**src/sntl_pkg.sv**
```systemverilog
// ----------------------------------------------------------------------------
// sntl_pkg
// Shared types and constants for the sorted name table lookup block.
// ----------------------------------------------------------------------------
package sntl_pkg;

    localparam int NAME_BYTES   = 32;
    localparam int ENTRY_BYTES  = 44;
    localparam int HEADER_BYTES = 16;
    localparam int MAX_ENTRIES  = 1024;
    localparam int NAME_WORDS   = (NAME_BYTES + 7) / 8;
    localparam int ENTRY_W      = $clog2(MAX_ENTRIES);
    localparam int NWORD_W      = (NAME_WORDS > 1) ? $clog2(NAME_WORDS) : 1;
    localparam int NAME_AW      = $clog2(MAX_ENTRIES * NAME_WORDS);
    localparam int POS_W        = $clog2(NAME_BYTES);
    localparam int CNT_W        = ENTRY_W + 1;

    localparam logic [31:0] TABLE_MAGIC   = 32'h4157_4C43;
    localparam logic [15:0] TABLE_VERSION = 16'd1;

    localparam logic [1:0] OP_NAME   = 2'd0;
    localparam logic [1:0] OP_INFO   = 2'd1;
    localparam logic [1:0] OP_KEY    = 2'd2;
    localparam logic [1:0] OP_SEARCH = 2'd3;

    localparam logic [1:0] ST_FOUND    = 2'd0;
    localparam logic [1:0] ST_NOTFOUND = 2'd1;
    localparam logic [1:0] ST_INVALID  = 2'd2;

    localparam logic CFG_HEADER    = 1'b0;
    localparam logic CFG_IMAGE_LEN = 1'b1;

    typedef struct packed {
        logic [1:0]  op;
        logic [9:0]  entry_index;
        logic [1:0]  word_index;
        logic [63:0] data_word;
        logic [31:0] offset_value;
        logic [31:0] packed_size;
        logic [31:0] raw_value;
        logic [4:0]  key_length;
    } t_in_item;

    typedef struct packed {
        logic [1:0]  status;
        logic [31:0] found_offset;
        logic [31:0] found_packed_size;
        logic [31:0] found_raw_size;
    } t_out_item;

    typedef enum logic [2:0] {
        S_IDLE, S_CHECK, S_PROBE, S_READ, S_CMP, S_STEP, S_DONE
    } t_state;

    // controller -> datapath
    typedef struct packed {
        logic write_op;
        logic start_search;
        logic probe;
        logic read_word;
        logic cmp_word;
        logic step;
        logic emit;
    } t_cmd;

    // datapath -> controller
    typedef struct packed {
        logic valid;
        logic range_empty;
        logic cmp_decided;
        logic last_word;
        logic match;
    } t_stat;

endpackage

```
**src/sntl_ctrl.sv**
```systemverilog
// ----------------------------------------------------------------------------
// sntl_ctrl
// Controller state machine for write items and the binary search.
// ----------------------------------------------------------------------------
module sntl_ctrl (
    input  logic              i_clk,
    input  logic              i_rst_n,
    input  logic              i_start,
    input  logic [1:0]        i_op,
    input  sntl_pkg::t_stat   i_stat,
    output sntl_pkg::t_cmd    o_cmd,
    output logic              o_busy,
    output sntl_pkg::t_state  o_state
);
    import sntl_pkg::*;

    t_state r_state, n_state;

    always_ff @(posedge i_clk) begin
        if (!i_rst_n) begin
            r_state <= S_IDLE;
        end else begin
            r_state <= n_state;
        end
    end

    always_comb begin
        n_state = r_state;
        unique case (r_state)
            S_IDLE:  if (i_start && i_op == OP_SEARCH) n_state = S_CHECK;
            S_CHECK: n_state = i_stat.valid ? S_PROBE : S_DONE;
            S_PROBE: n_state = i_stat.range_empty ? S_DONE : S_READ;
            S_READ:  n_state = S_CMP;
            S_CMP: begin
                if (i_stat.cmp_decided || i_stat.last_word) begin
                    n_state = S_STEP;
                end else begin
                    n_state = S_READ;
                end
            end
            S_STEP:  n_state = i_stat.match ? S_DONE : S_PROBE;
            S_DONE:  n_state = S_IDLE;
            default: n_state = S_IDLE;
        endcase
    end

    always_comb begin
        o_cmd = '0;
        unique case (r_state)
            S_IDLE: begin
                o_cmd.write_op     = i_start && i_op != OP_SEARCH;
                o_cmd.start_search = i_start && i_op == OP_SEARCH;
            end
            S_PROBE: o_cmd.probe     = !i_stat.range_empty;
            S_READ:  o_cmd.read_word = 1'b1;
            S_CMP:   o_cmd.cmp_word  = 1'b1;
            S_STEP:  o_cmd.step      = 1'b1;
            S_DONE:  o_cmd.emit      = 1'b1;
            default: o_cmd = '0;
        endcase
    end

    assign o_busy  = r_state != S_IDLE;
    assign o_state = r_state;
endmodule

```
**config.mk**
```make
export PLATFORM = sky130hd
export DESIGN_NAME = sntl_ctrl
export DESIGN_NICKNAME = d
export VERILOG_FILES = /design/src/sntl_pkg.sv /design/src/sntl_ctrl.sv
export SDC_FILE = /design/constraint.sdc
export NUM_CORES = 1
export LEC_CHECK = 0
export ABC_AREA = 0
export BUFFER_PORTS_ARGS = -buffer_cell sky130_fd_sc_hd__buf_2
export CORE_AREA = 2 2 39 41
export CTS_BUF_LIST = sky130_fd_sc_hd__clkbuf_2 sky130_fd_sc_hd__clkbuf_4 sky130_fd_sc_hd__clkbuf_8
export DETAILED_ROUTE_END_ITERATION = 7
export DIE_AREA = 0 0 41 43
export GPL_ROUTABILITY_DRIVEN = 0
export PLACE_DENSITY = 0.42
export SLEW_MARGIN = 30
export SYNTH_ARGS = -nofsm -noshare
export SYNTH_HDL_FRONTEND = slang
export SYNTH_SLANG_ARGS = --single-unit
```
**constraint.sdc**
```tcl
create_clock -name i_clk -period 2.4 [get_ports i_clk]
set_input_delay 0.48 -clock i_clk [delete_from_list [all_inputs] [get_ports i_clk]]
set_output_delay 0.48 -clock i_clk [all_outputs]
set_load 0.005 [all_outputs]
```
After elaboration in Yosys (flattened, before gate mapping)
Index checks and enable logic that the tools add are counted.
W data, S select, Z words.
- equality and inequality tests: 9
- multiplexer cells: 12
- reduce and logical (&&, ||, !) cells: 6
- operator list (cell ; count):
    $pmux W3 S6 ; 1
    $mux W3 ; 5
    $eq A3 B3 Y1 const B ; 3
    $eq A3 B2 Y1 const B ; 2
    $mux W1 ; 5
    $ne A2 B2 Y1 const B ; 2
    $eq A3 B1 Y1 const B ; 1
    $logic_not A3 Y1 ; 1
    $reduce_bool A3 Y1 ; 1
    $eq A2 B2 Y1 const B ; 1
    $logic_and A1 B1 Y1 ; 2
    $mux W2 ; 1
    $logic_not A1 Y1 ; 1
    $logic_or A1 B1 Y1 ; 1
- register bits: 3
- output and inout bits: 11

Longest topological paths before layout
Gate-level depths: netlist of run 1.
- depth in word-level cells: 4
- mapped depth: 4
- mapped depth without buffers: 3

Least setup slack after synthesis of run 1
No wires, ideal clock.
- kind: reg-to-output
- from: reg r_state[1], in the netlist o_state[1]
- to: out o_cmd[5] in the netlist's numbering
- arrival: 0.892 ns
- required time: 1.920 ns
- slack: 1.028 ns
- stages on the path, launching flop included: 3
- buffers on the path: 0
- path through: dfxtp_1 -> or3_4 -> nor2b_1
- RTL lines (what ; RTL line ; source):
    from (decl) ; sntl_ctrl.sv:17 ; t_state r_state, n_state;
    from (signal assigned) ; sntl_ctrl.sv:23 ; r_state <= n_state;
    to (decl) ; sntl_ctrl.sv:11 ; output sntl_pkg::t_cmd o_cmd,

==> results of run 1 <==
path summary, 6_finish.rpt:
path              cells past startpoint  slack [ps]       start    endpoint
setup / recovery                      3         680  o_state[1]    o_cmd[5]
hold / removal                        3         540     i_rst_n  o_state[0]
setup reg to reg                      3        1280  o_state[1]  o_state[2]
hold reg to reg                       2         640  o_state[1]  o_state[2]
worst max-delay path, delay by kind of cell (launching register included):
family	cells	cell delay (ps)
buffers and inverters	1	110
and+or+nand+nor	2	520
DFF	1	380
layer usage:
| metal | share of wire, % | vias up | GRT usage (%) | wire (um) |
|---|---|---|---|---|
| met5 | 0 | - | 0 | 0 |
| met4 | 0 | 0 | 8.00 | 0 |
| met3 | 11 | 0 | 1.57 | 78 |
| met2 | 48 | 15 | 14.4 | 341 |
| met1 | 41 | 129 | 8.36 | 292 |
| li1 | - | 162 | - | - |
cell type report:
class                   instances  share of cell area, %
flip-flops and latches          3                   16.2
well taps                      16                   5.41
clock buffers                   4                   8.11
multi-input cells              25                   40.2
repair buffers                 20                   27.0
inverters                       3                   3.04
metrics by stage:
stage | hold WS, ps | util, % | setup slack (ps) | instances
after floorplan | 569 | - | 1030 | 32
after global placement | 636 | 24.6 | 906 | 67
after detailed placement | 628 | 24.6 | 900 | 67
after CTS | 531 | 26.8 | 660 | 71
after global routing | 556 | 26.8 | 602 | 71
final | 540 | 26.8 | 678 | 71
synthesized netlist by cell type (3+ instances only):
| cell type | count |
|---|---|
| nor2_1 | 4 |
| dfxtp_1 | 3 |
| and3_1 | 4 |
| nand2_1 | 3 |
| inv_1 | 3 |
cells by family (layout without fill, tap and decap cells):
group                  count (synthesis)  after routing  share of synthesized area [%]
AND/OR/NAND/NOR                       17             17                           41.7
flip-flops                             3              3                           26.7
buffers and inverters                  4             27                           7.22
AO/OA/AOI/OAI                          8              8                           24.4
power by group:
group / switching (mW) / internal (mW) / total, mW
Sequential: 0.00724 / 0.0536 / 0.0609
Combinational: 0.0212 / 0.0244 / 0.0455
Clock: 0.0253 / 0.0735 / 0.0988
Total: 0.0538 / 0.151 / 0.205
==> results.sh, run 1 <==
export IMPL_status="completed"
export IMPL_min_period_over_period_pct=71.7
export IMPL_place_port_buffers=20
export IMPL_holdCritPathClass="in -> reg"
export IMPL_clk_pin_slew_ps=40
export IMPL_crit_fanout=9
export IMPL_mappedNetlistArea_sq_um=225
export IMPL_track_usage_pct=8.73
export IMPL_yosys_area_top_type="dfxtp_1"
export IMPL_die_area_sq_um=1760
export IMPL_ioPinCount=21
export IMPL_clk_path_buf_depth=2
export IMPL_wl_per_cell_um=10.0
export IMPL_num_rows=14
export IMPL_ys_warn_count=0
export IMPL_tightest_slew_ps=336
export IMPL_cp_required_ps=1920
export IMPL_p_leak_nw=0.205
export IMPL_start_util_pct=16.3
export IMPL_vias=306
export IMPL_hpwlAfterDp_um=549
export IMPL_avgViaCountPerCell=4.31
export IMPL_drtIter0Drc=8
export IMPL_grt_max_degree=13
export IMPL_finClkSkew_ps=0.455
export IMPL_core_area_sq_um=1380
export IMPL_n_fill_cell=163
export IMPL_cts_setup_buffers=0
export IMPL_cts_resized=0
export IMPL_worstSetupPathType="reg -> out"
export IMPL_area_growth_pct=64.4
export IMPL_final_cell_mix="buf_2 (20), and3_1 (4), nor2_1 (4), clkbuf_4 (4)"
export IMPL_ant_nets=0
export IMPL_grt_ovfl_total=0
export IMPL_avgSynthCellArea_sq_um=7.04
export IMPL_drc_errors=0
export IMPL_end_kind="output pin"
export IMPL_maxCapViolations=0
export IMPL_final_common_cell="buf_2"
export IMPL_ys_flop_type="dfxtp_1"
export IMPL_cts_sinks=3
export IMPL_synthArstFlopShare_pct=0
export IMPL_synth_edf_count=0
export IMPL_setup_viol_count_final=0
export IMPL_layout_min_cycle_time_ps=1720
export IMPL_p_total_mw=0.205
export IMPL_worstSetupStartpointType="register"
export IMPL_placed_area_sq_um=340
export IMPL_cts_hold_buf=0
export IMPL_fin_tns_setup_ps=0
export IMPL_critical_path_cell_chain="or3_4, nor2b_1, buf_2"
export IMPL_grt_pass1_vias=282
export IMPL_fmax_mhz=581
export IMPL_slowest_delay_ps=410
export IMPL_synth_fp_nets=42
export IMPL_hold_violations=0
export IMPL_final_area_sq_um=370
export IMPL_numCtsBuffers=3
export IMPL_syn_inst=32
export IMPL_ir_drop_v=0.000174
export IMPL_routed_wl_um=712
export IMPL_yosysTopAreaCellShare_pct=26.7
export IMPL_synth_distinct_cells=20
export IMPL_largest_register_ffs=3
export IMPL_rsz0062_at_grt="no"
export IMPL_seq_area_sq_um=60.1
export IMPL_netlist_top_cells_area="dfxtp_1 (27%), and3_1 (11%), nor2_1 (6.7%)"
export IMPL_worstSkewPairLatency_ps=230
export IMPL_cp_arrival_ps=1240
export IMPL_multi_input_area_sq_um=149
export IMPL_ys_seq_area_share_pct=26.7
export IMPL_first_pass_iters=4
export IMPL_die_width_um=41
export IMPL_die_y_um=43
export IMPL_htree_levels=1
export IMPL_antenna_found_initial=0
export IMPL_drive_above_1_share_pct=45.5
export IMPL_powerDensity_nw_per_um2=554
export IMPL_slew_headroom_pct=77.5
export IMPL_cts_tree="yes"
export IMPL_cts_root_buf="clkbuf_4"
export IMPL_n_antenna_cell=0
export IMPL_cp_slowest_cell="or3_4"
export IMPL_grt_pass1_wl_um=993
export IMPL_synth_seq_cells=3
export IMPL_fin_nets=66
export IMPL_drv_slew=0
Note: power is estimated with default switching activity, not from simulation.
==> run 2: changes to the inputs <==
--- a/config.mk
+++ b/config.mk
@@ -5,14 +5,14 @@
 export SDC_FILE = /design/constraint.sdc
 export NUM_CORES = 1
 export LEC_CHECK = 0
-export ABC_AREA = 0
+export ABC_AREA = 1
 export BUFFER_PORTS_ARGS = -buffer_cell sky130_fd_sc_hd__buf_2
 export CORE_AREA = 2 2 39 41
 export CTS_BUF_LIST = sky130_fd_sc_hd__clkbuf_2 sky130_fd_sc_hd__clkbuf_4 sky130_fd_sc_hd__clkbuf_8
 export DETAILED_ROUTE_END_ITERATION = 7
 export DIE_AREA = 0 0 41 43
 export GPL_ROUTABILITY_DRIVEN = 0
-export PLACE_DENSITY = 0.42
+export PLACE_DENSITY = 0.46
 export SLEW_MARGIN = 30
 export SYNTH_ARGS = -nofsm -noshare
 export SYNTH_HDL_FRONTEND = slang
==> constraint.sdc (replaced) <==
create_clock -name i_clk -period 1.4 [get_ports i_clk]
set_input_delay 0.28 -clock i_clk [delete_from_list [all_inputs] [get_ports i_clk]]
set_output_delay 0.28 -clock i_clk [all_outputs]
set_load 0.005 [all_outputs]
==> results.sh, run 2 <==
export IMPL_status="completed"
export IMPL_die_width_um=41
export IMPL_placed_area_sq_um=370
export IMPL_holdCritPathClass="in -> reg"
export IMPL_synth_distinct_cells=14
export IMPL_cp_required_ps=1120
export IMPL_synth_seq_cells=3
export IMPL_multi_input_area_sq_um=160
export IMPL_n_fill_cell=164
export IMPL_area_growth_pct=61.3
export IMPL_drc_errors=0
export IMPL_seq_area_sq_um=63.8
export IMPL_min_from="i_rst_n"
export IMPL_top_layer_used="met4"
export IMPL_mappedNetlistArea_sq_um=255
export IMPL_largest_register_ffs=3
export IMPL_core_area_sq_um=1380
export IMPL_p_leak_nw=0.257
export IMPL_drive_above_1_share_pct=48.6
export IMPL_r2r_end="o_state[0]"
export IMPL_cp_arrival_ps=1060
export IMPL_cts_hold_buf=0
export IMPL_cts_root_buf="clkbuf_4"
export IMPL_finClkSkew_ps=2.71
export IMPL_wl_per_cell_um=8.12
export IMPL_end_kind="output pin"
export IMPL_synth_fp_nets=56
export IMPL_yosys_area_top_type="dfxtp_1"
export IMPL_syn_inst=46
export IMPL_vias=344
export IMPL_final_cell_mix="buf_2 (20), nand2_1 (10), nor2_1 (9), inv_1 (6), nand3_1 (5)"
export IMPL_maxCapViolations=0
export IMPL_netlist_top_cells_area="dfxtp_1 (24%), nand2_1 (15%), nor2_1 (13%)"
export IMPL_layout_min_cycle_time_ps=1340
export IMPL_ys_warn_count=0
export IMPL_hpwlAfterDp_um=578
export IMPL_clk_path_buf_depth=2
export IMPL_synth_edf_count=0
export IMPL_worstSetupPathType="reg -> out"
export IMPL_grt_ovfl_total=0
export IMPL_cts_sinks=3
export IMPL_place_port_buffers=20
export IMPL_fmax_mhz=746
export IMPL_drtIter0Drc=3
export IMPL_worstSkewPairLatency_ps=230
export IMPL_num_rows=14
export IMPL_antenna_found_initial=0
export IMPL_setup_viol_count_final=0
export IMPL_final_area_sq_um=412
export IMPL_fin_tns_setup_ps=0
export IMPL_die_area_sq_um=1760
export IMPL_yosysTopAreaCellShare_pct=23.5
export IMPL_reg2reg_depth=5
export IMPL_n_antenna_cell=0
export IMPL_fin_nets=81
export IMPL_critical_path_cell_chain="inv_1, nand3_1, a21oi_1, buf_2"
export IMPL_synth_most_common_cell="nand2_1"
export IMPL_track_usage_pct=8.32
export IMPL_slowest_delay_ps=360
export IMPL_cts_tree="yes"
export IMPL_grt_pass1_wl_um=966
export IMPL_wl_met2_um=376
export IMPL_synth_common_cells="nand2_1 (10), nor2_1 (9), inv_1 (6)"
export IMPL_clk_pin_slew_ps=40
export IMPL_grt_pass1_vias=270
export IMPL_reg2reg_slack_ps=460
export IMPL_ys_seq_area_share_pct=23.5
export IMPL_dr_wl_met3_um=34
export IMPL_rsz0062_at_grt="no"
export IMPL_synthArstFlopShare_pct=0
export IMPL_cp_slowest_cell="dfxtp_2"
export IMPL_avgSynthCellArea_sq_um=5.55
export IMPL_wl_met1_um=280
export IMPL_final_common_cell="buf_2"
export IMPL_die_y_um=43
export IMPL_slew_headroom_pct=88.3
export IMPL_min_period_over_period_pct=95.8
export IMPL_min_to="o_state[2]"
export IMPL_hold_depth=3
export IMPL_tightest_slew_ps=176
export IMPL_ir_drop_v=0.000613
export IMPL_r2r_start="o_state[1]"
export IMPL_routed_wl_um=698
export IMPL_numCtsBuffers=3
export IMPL_grt_max_degree=10
export IMPL_ioPinCount=21
export IMPL_powerDensity_nw_per_um2=2180
export IMPL_first_pass_iters=4
export IMPL_ant_nets=0
export IMPL_ys_flop_type="dfxtp_1"
export IMPL_hold_violations=0
export IMPL_crit_fanout=9
export IMPL_worstSetupStartpointType="register"
export IMPL_start_util_pct=18.4
export IMPL_htree_levels=1
export IMPL_avgViaCountPerCell=4.00
export IMPL_drv_slew=0
==> run 2: cell types whose count changed after synthesis, sizes merged, moves of 4 or more <==
cell	delta
inv	+5
and3	-4
nand3	+5
nor2	+8
nand2	+8
==> run 2: worst max-delay path by stage <==
stage	start	to	slack, ps	depth (start not counted)
CTS	o_state[0]	o_cmd[6]	10	4
finish	o_state[2]	o_cmd[6]	60	4
detailed placement	o_state[2]	o_cmd[0]	210	3
global placement	o_state[2]	o_cmd[0]	180	3
floorplan	o_state[2]	o_cmd[6]	340	4
global route	o_state[1]	o_cmd[6]	5	4
==> run 2: logic make-up (layout without fill, tap and decap cells) <==
| logic type | Yosys count | after routing | synth area share, % |
|---|---|---|---|
| buffers and inverters | 9 | 33 | 13.7 |
| AO/OA/AOI/OAI | 3 | 3 | 6.86 |
| flip-flops | 3 | 3 | 23.5 |
| AND/OR/NAND/NOR | 31 | 31 | 55.9 |
==> run 2: timing repair <==
| item | in CTS | in global routing |
|---|---|---|
| buffers inserted | 1 | 0 |
| resized for setup | 2 | 1 |
| pin swaps | 1 | 0 |
| endpoints found under the setup margin | 4 | 4 |
==> run 2: power breakdown <==
group / switching (mW) / internal, mW / total (mW)
registers: 0.0925 / 0.135 / 0.227
logic: 0.263 / 0.239 / 0.502
clock network: 0.0435 / 0.126 / 0.170
total: 0.399 / 0.500 / 0.899
==> run 2: final cells by class <==
cell class,instances,share of cell area [%]
Tap cell,16,4.86
Inverter,8,7.29
Timing Repair Buffer,21,26.1
Sequential cell,3,15.5
Clock buffer,4,7.29
Multi-Input combinational cell,34,38.9
==> run 2: worst max-delay path, delay by kind of cell, from the launching register on <==
| family | cells | cell delay [ps] |
|---|---|---|
| compound gates | 1 | 110 |
| buf+inv | 2 | 260 |
| flops | 1 | 360 |
| simple gates | 1 | 90 |
==> run 2: per-layer routing <==
metal | up-vias | GRT usage (%)
li1 | 190 | -
met1 | 146 | 9.90
met2 | 6 | 11.6
met3 | 2 | 1.57
met4 | 0 | 8.00
met5 | - | 0
==> run 2: through the flow <==
stage          util (%)  hold slack, ps  setup slack, ps  total power [mW]  instances
5_1_grt            29.7             315             4.76             0.981         86
3_5_place_dp       26.8             544              207             0.691         81
6_report           29.7             300             58.9             0.899         86
4_1_cts            29.7             294             10.5             0.910         86
3_3_place_gp       26.8             532              181             0.705         81
2_1_floorplan         -             431              342             0.529         46
